### src/rtl/khm_pkg.sv
// Package for the key hold counter repeat mapper: field widths, request types, op codes.
package khm_pkg;

    localparam int KEY_COUNT_DEF     = 512;
    localparam int VIRTUAL_CODES_DEF = 32;
    localparam int MAP_ENTRIES_DEF   = 64;
    localparam int COUNT_WIDTH_DEF   = 16;
    localparam int PERIOD_W          = 15;

    typedef enum logic [2:0] {
        OP_FRAME_BEGIN = 3'd0,
        OP_KEY_DOWN    = 3'd1,
        OP_KEY_UP      = 3'd2,
        OP_FRAME_END   = 3'd3,
        OP_MAP_WRITE   = 3'd4,
        OP_MAP_CLEAR   = 3'd5
    } t_op;

    typedef struct packed {
        logic [2:0]          op;
        logic [8:0]          key_code;
        logic [4:0]          vcode;
        logic signed [15:0]  start_frame;
        logic signed [15:0]  end_frame;
        logic [PERIOD_W-1:0] repeat_interval;
    } t_in;

    typedef struct packed {
        logic [31:0] active_mask;
        logic        table_full;
    } t_out;

    typedef struct packed {
        logic [8:0]          key_code;
        logic [4:0]          vcode;
        logic signed [15:0]  start_frame;
        logic signed [15:0]  end_frame;
        logic [PERIOD_W-1:0] repeat_interval;
    } t_map;

    typedef struct packed {
        logic load_req;
        logic clr_wr;
        logic idx_clr;
        logic idx_inc;
        logic swp_rd;
        logic swp_wr;
        logic key_rd;
        logic key_wr;
        logic map_wr;
        logic map_rd;
        logic cnt_map_rd;
        logic midx_clr;
        logic midx_inc;
        logic mask_clr;
        logic eval_chk;
        logic mod_start;
        logic mod_chk;
        logic mcnt_clr;
        logic out_load;
    } t_cmd;

    typedef struct packed {
        logic idx_last;
        logic map_more;
        logic mcnt_zero;
        logic need_mod;
        logic mod_busy;
        logic mod_done;
    } t_sts;

endpackage

### src/rtl/khm_ctrl.sv
// Controller: sequences clearing, counter sweeps, key updates, mapping writes and evaluation.
module khm_ctrl (
    input  logic          i_clk,
    input  logic          i_rst_n,
    input  logic          i_valid,
    output logic          o_ready,
    input  logic [2:0]    i_op,
    input  khm_pkg::t_sts i_sts,
    output khm_pkg::t_cmd o_cmd,
    output logic          o_valid,
    input  logic          i_ready
);
    import khm_pkg::*;

    typedef enum logic [11:0] {
        S_CLEAR    = 12'b000000000001,
        S_IDLE     = 12'b000000000010,
        S_SWP_RD   = 12'b000000000100,
        S_SWP_WR   = 12'b000000001000,
        S_KEY_RD   = 12'b000000010000,
        S_KEY_WR   = 12'b000000100000,
        S_MAP_WR   = 12'b000001000000,
        S_MAP_RD   = 12'b000010000000,
        S_CNT_RD   = 12'b000100000000,
        S_EVAL     = 12'b001000000000,
        S_MOD_WAIT = 12'b010000000000,
        S_DONE     = 12'b100000000000
    } t_state;

    t_state r_state, n_state;
    logic   r_valid, n_valid;
    logic   accept;
    // sweep kind is latched with the request
    logic   r_is_end;

    assign o_ready = (r_state == S_IDLE);
    assign accept  = i_valid && o_ready;
    assign o_valid = r_valid;

    always_comb begin
        n_state = r_state;
        n_valid = r_valid;
        o_cmd   = '0;
        if (r_valid && i_ready) begin
            n_valid = 1'b0;
        end
        case (r_state)
            S_CLEAR: begin
                o_cmd.clr_wr  = 1'b1;
                o_cmd.idx_inc = 1'b1;
                if (i_sts.idx_last) begin
                    n_state = S_IDLE;
                end
            end
            S_IDLE: begin
                if (accept) begin
                    o_cmd.load_req = 1'b1;
                    o_cmd.idx_clr  = 1'b1;
                    o_cmd.midx_clr = 1'b1;
                    o_cmd.mask_clr = 1'b1;
                    case (i_op)
                        OP_FRAME_BEGIN, OP_FRAME_END: n_state = S_SWP_RD;
                        OP_KEY_DOWN, OP_KEY_UP:       n_state = S_KEY_RD;
                        OP_MAP_WRITE:                 n_state = S_MAP_WR;
                        OP_MAP_CLEAR:                 o_cmd.mcnt_clr = 1'b1;
                        default:                      n_state = S_IDLE;
                    endcase
                end
            end
            S_SWP_RD: begin
                o_cmd.swp_rd = 1'b1;
                n_state      = S_SWP_WR;
            end
            S_SWP_WR: begin
                o_cmd.swp_wr  = 1'b1;
                o_cmd.idx_inc = 1'b1;
                if (!i_sts.idx_last) begin
                    n_state = S_SWP_RD;
                end else if (r_is_end) begin
                    n_state = i_sts.mcnt_zero ? S_DONE : S_MAP_RD;
                end else begin
                    n_state = S_IDLE;
                end
            end
            S_KEY_RD: begin
                o_cmd.key_rd = 1'b1;
                n_state      = S_KEY_WR;
            end
            S_KEY_WR: begin
                o_cmd.key_wr = 1'b1;
                n_state      = S_IDLE;
            end
            S_MAP_WR: begin
                o_cmd.map_wr = 1'b1;
                n_state      = S_DONE;
            end
            S_MAP_RD: begin
                o_cmd.map_rd = 1'b1;
                n_state      = S_CNT_RD;
            end
            S_CNT_RD: begin
                o_cmd.cnt_map_rd = 1'b1;
                n_state          = S_EVAL;
            end
            S_EVAL: begin
                o_cmd.eval_chk = 1'b1;
                if (i_sts.need_mod) begin
                    o_cmd.mod_start = 1'b1;
                    n_state         = S_MOD_WAIT;
                end else if (i_sts.map_more) begin
                    o_cmd.midx_inc = 1'b1;
                    n_state        = S_MAP_RD;
                end else begin
                    n_state = S_DONE;
                end
            end
            S_MOD_WAIT: begin
                if (i_sts.mod_done) begin
                    o_cmd.mod_chk = 1'b1;
                    if (i_sts.map_more) begin
                        o_cmd.midx_inc = 1'b1;
                        n_state        = S_MAP_RD;
                    end else begin
                        n_state = S_DONE;
                    end
                end
            end
            S_DONE: begin
                if (!r_valid || i_ready) begin
                    o_cmd.out_load = 1'b1;
                    n_valid        = 1'b1;
                    n_state        = S_IDLE;
                end
            end
            default: n_state = S_IDLE;
        endcase
    end

    always_ff @(posedge i_clk) begin
        if (!i_rst_n) begin
            r_state  <= S_CLEAR;
            r_valid  <= 1'b0;
            r_is_end <= 1'b0;
        end else begin
            r_state <= n_state;
            r_valid <= n_valid;
            if (accept) begin
                r_is_end <= (i_op == OP_FRAME_END);
            end
        end
    end

endmodule

### config.mk
export PLATFORM = sky130hd
export DESIGN_NAME = khm_ctrl
export DESIGN_NICKNAME = d
export VERILOG_FILES = /design/src/rtl/khm_pkg.sv /design/src/rtl/khm_ctrl.sv
export SDC_FILE = /design/constraint.sdc
export NUM_CORES = 1
export LEC_CHECK = 0
export ABC_AREA = 1
export BUFFER_PORTS_ARGS = -buffer_cell sky130_fd_sc_hd__clkbuf_2
export CORE_ASPECT_RATIO = 1.75
export CORE_MARGIN = 4
export CORE_UTILIZATION = 38
export CTS_BUF_LIST = sky130_fd_sc_hd__clkbuf_2
export DETAILED_ROUTE_END_ITERATION = 10
export PLACE_DENSITY = 0.6
export SLEW_MARGIN = 20
export SYNTH_ARGS = -nofsm -noshare
export SYNTH_HDL_FRONTEND = slang
export SYNTH_SLANG_ARGS = --single-unit
export TNS_END_PERCENT = 100
### constraint.sdc
create_clock -name i_clk -period 1.7 [get_ports i_clk]
set_input_delay 0.34 -clock i_clk [delete_from_list [all_inputs] [get_ports i_clk]]
set_output_delay 0.34 -clock i_clk [all_outputs]
set_load 0.05 [all_outputs]
### Word-level counts from Yosys, hierarchy flattened

Index checks and enable logic that the tools add are counted.
W data, S select, Z words.

| cells by class | value |
|---|---|
| shift-type cells | 0 |
| add/sub/neg operators | 0 |
| bitwise gates (word level) | 0 |
| equality and inequality tests | 22 |
| order comparisons | 0 |
| mux-type cells | 38 |
| reduce and logical (&&, ||, !) cells | 9 |
| divide/modulo/power cells | 0 |
| $mul | 0 |

Operators by type and width:

| cell | count |
|---|---|
| $pmux W12 S11 | 1 |
| $mux W12 | 9 |
| $pmux W12 S4 | 1 |
| $mux W1 | 25 |
| $eq A12 B1 Y1 const B | 1 |
| $eq A12 B10 Y1 const B | 1 |
| $eq A12 B11 Y1 const B | 1 |
| $eq A12 B12 Y1 const B | 1 |
| $eq A12 B2 Y1 const B | 1 |
| $eq A12 B3 Y1 const B | 1 |
| $eq A12 B4 Y1 const B | 1 |
| $eq A12 B5 Y1 const B | 1 |
| $eq A12 B6 Y1 const B | 1 |
| $eq A12 B7 Y1 const B | 1 |
| $eq A12 B8 Y1 const B | 1 |
| $eq A12 B9 Y1 const B | 1 |
| $ne A2 B2 Y1 const B | 4 |
| $eq A3 B2 Y1 const B | 2 |
| $eq A3 B3 Y1 const B | 2 |
| $reduce_or A2 Y1 | 3 |
| $reduce_and A5 Y1 | 1 |
| $eq A3 B1 Y1 const B | 1 |
| $logic_not A3 Y1 | 1 |
| $logic_and A1 B1 Y1 | 2 |
| other kinds (5) | 5 |

| word-level totals | value |
|---|---|
| word-level logic and storage cells | 72 |
| input bits | 13 |
| memory bits (read-only) | 0 |
| flip-flop bits (word level) | 14 |
| memories kept | 0 |
| bits in latches | 0 |
| memory bits (writable) | 0 |

### Longest topological paths before layout

| depth | value |
|---|---|
| depth in word-level cells | 5 |
| gate-level depth with buffers | 12 |

### Least setup slack after synthesis

Ideal clock, no wire load.

| timing path | value |
|---|---|
| path kind | reg-to-output |
| from | reg r_state[8] |
| to | out o_cmd[1] (netlist bit) |
| arrival | 2.454 ns |
| buffers on the path | 0 |
| data required time | 1.360 ns |
| setup slack | -1.094 ns |
| stages on the path, launching flop included | 8 |
| cells stage by stage | dfxtp_1 > nor2_4 > nand2_4 > nor2_4 > nand2_2 > nor2_2 > inv_1 > nor4_1 |

RTL lines:

| element | line | source |
|---|---|---|
| start, declared | khm_ctrl.sv:30 | `t_state r_state, n_state;` |
| start signal, assigned | khm_ctrl.sv:145 | `r_state <= n_state;` |
| end, declared | khm_ctrl.sv:9 | `output khm_pkg::t_cmd o_cmd,` |

==> flow_metrics.py <==
metrics = {
    "timing": {
        "fin_crit_ps": 1986,
        "tightest_slew_ps": 407.1,
        "min_period_over_period_pct": 116.8,
        "fmax_mhz": 503.4,
        "finalMaxSlewViolations": 0,
        "worst_hold_slack_ps": 230.3,
        "hold_viol_final": 0,
        "grt_setup_unrepaired": "yes",
        "max_slew_margin_pct": 72.83,
        "skew_ps": 21.72,
        "setup_viol_count_final": 21,
        "fin_setup_tns_ps": -3194,
        "setup_slack_ps": -286.4,
    },
    "worst_setup_path": {
        "end_kind": "output pin",
        "slowest_delay_ps": 390,
        "path_class": "flop to output pin",
        "worstPathRequired_ps": 1360,
        "path_cells": "nor2_4, nand2_4, nor2_8, nand2_4, nor2_4, inv_2, a21oi_4, buf_8",
        "arrival_ps": 1650,
        "critical_path.top_delay_family": "simple AND/OR/NAND/NOR gates",
        "cp_slowest_cell": "dfxtp_4",
        "path_max_fanout": 4,
        "critPathLaunchType": "flop",
        "crit_buf_inv": 2,
    },
    "global_routing": {
        "grt_overflow": 0,
        "grt_max_degree": 12,
        "grt_use_total_pct": 19.54,
        "antenna_found_initial": 0,
        "grt_pass1_vias": 1281,
        "grt_pass1_wl_um": 5375,
    },
    "synthesis": {
        "async_reset_ff_share_pct": 0,
        "synth_edf_count": 0,
        "syn_nets": 184,
        "synth_area_leaders": "dfxtp_1 (26%), inv_1 (14%), nand2_1 (11%), nor2_1 (8.1%), nor2_4 (6.3%)",
        "ys_ff_latch": 14,
        "syn_inst": 171,
        "yosys_warnings": 0,
        "ys_types": 26,
        "synth_top_cell_by_area": "dfxtp_1",
        "ys_seq_area_share_pct": 26.23,
        "synth_top_area_share_pct": 26.23,
        "netlist_top_cells_count": "inv_1 (40), nand2_1 (31), nor2_1 (23), dfxtp_1 (14), nand3_1 (9)",
        "yosysMostFrequentCell": "inv_1",
        "synth_area_per_cell_um2": 6.249,
        "syn_area_um2": 1069,
        "synth_flop_cell": "dfxtp_1",
    },
    "layout": {
        "drive_gt1_share_pct": 60.43,
        "antenna_cells": 0,
        "nets": 244,
        "area_growth_pct": 84.19,
    },
    "clock_tree": {
        "htree_levels": 1,
        "cts_inserted_buffers": 3,
        "clk_path_buf_depth": 2,
        "cts-root-buf": "clkbuf_2",
        "worst_skew_pair.late_latency_ps": 300,
        "clk_pin_slew_ps": 160,
        "cts_tree": "built",
        "hold_buffers": 0,
        "cts_sinks": 14,
    },
    "floorplanning": {
        "core_area_um2": 2690,
        "dieArea_um2": 3758,
        "rows": 25,
        "start_util_pct": 39.72,
        "die_h_um": 78.15,
        "io_pins": 34,
        "die_w_um": 48.09,
    },
    "route": {
        "route.detailed.drc": 0,
        "drtPass1Iterations": 4,
        "drtIter0Drc": 13,
        "drt_wl_total_um": 3457,
        "routed-via-count": 1233,
        "viasPerCell": 4.798,
        "wire_per_inst_um": 13.45,
        "ant_nets": 0,
    },
    "power": {
        "ir_worst_vdd_v": 0.0003077,
        "power.density_nw_per_um2": 419.2,
        "finalPower_uw": 825.1,
        "p_leak_nw": 1.031,
    },
    "outcome": {
        "violations": "negative setup slack",
        "status": "complete, but fails checks",
    },
    "placed_design": {
        "hpwl_um": 2391,
        "pre_cts_slack_ps": -1.084,
        "port_buffers": 32,
        "gp_congestion": 0.8214,
    },
    "min_path": {
        "hold_path.class": "input port to flop",
    },
    "run": {
        "cap_violations": 0,
    },
}
[final cells by class]
| type | count | area, um^2 |
|---|---|---|
| multi-input combinational | 109 | 773.2 |
| fill | 214 | 721.9 |
| timing repair buffer | 60 | 676.9 |
| sequential | 14 | 299.0 |
| inverter | 43 | 166.4 |
| tap | 27 | 33.78 |
| clock buffer | 3 | 15.01 |
| clock inverter | 1 | 3.754 |
[metrics by stage]
stage | instances | area, um^2 | utilization (%)
floorplan | 171 | 1130 | -
global placement | 236 | 1373 | 51.02
detailed placement | 236 | 1373 | 51.02
CTS | 250 | 1800 | 66.93
global route | 257 | 1968 | 73.16
finish | 257 | 1968 | 73.16
[worst paths after layout]
path | endpoint | start | slack [ps] | cells after the start
min reg2reg | r_is_end | r_is_end | 500 | 2
min | r_state[0] | i_rst_n | 230 | 2
max reg2reg | r_state[2] | r_state[7] | -10 | 13
max | o_cmd[6] | r_state[3] | -290 | 8
[report_power, final]
| part | switching [mW] | internal, mW | leakage [nW] |
|---|---|---|---|
| sequential | 0.00884 | 0.332 | 0.119 |
| combinational | 0.182 | 0.132 | 0.898 |
| clock | 0.119 | 0.0511 | 0.0140 |
| total | 0.310 | 0.515 | 1.03 |
[flip-flops by register name (all words and copies together), names as in the netlist]
| register | count |
|---|---|
| r_state | 12 |
| r_is_end | 1 |
| o_valid | 1 |
[layer usage]
metal,share of wire [%],track usage (%),vias up
li1,-,-,621
met1,34,18.65,576
met2,61,38.06,30
met3,3.6,2.752,6
met4,1.5,6.199,0
met5,0,0,-
[worst reg2reg max path, stage by stage, from the launching register on]
cell and delay [ps]:
dfxtp_4 400, nor2_4 40, nand2_4 110, buf_4 130
inv_4 30, nand2_4 70, nor2_4 50, buf_6 110
buf_6 100, nand2_4 60, nand2_4 50, nor2_4 210
nand2_2 100, nor3b_2 180
[cells by family after synthesis]
family,count (synthesis),synth area share [%]
simple gates,98,49.88
buf+inv,48,18.27
flops,14,26.23
compound gates,11,5.620
[repair_timing]
action                     CTS  global route
resized for setup           78            44
setup buffers               10             9
setup endpoints to repair   20            24
pin swaps                   11            14
[layout by cell type, fill, tap and decap left out, types with 7 or more instances in the layout]
cell type	n
nor2_4	13
nand2_4	11
nor2_1	17
dfxtp_2	9
buf_6	10
nand2_1	21
buf_8	12
clkbuf_16	7
inv_2	12
inv_1	29
clkbuf_2	15
buf_4	18
nand2_2	9
(Power assumes the default switching activity.)
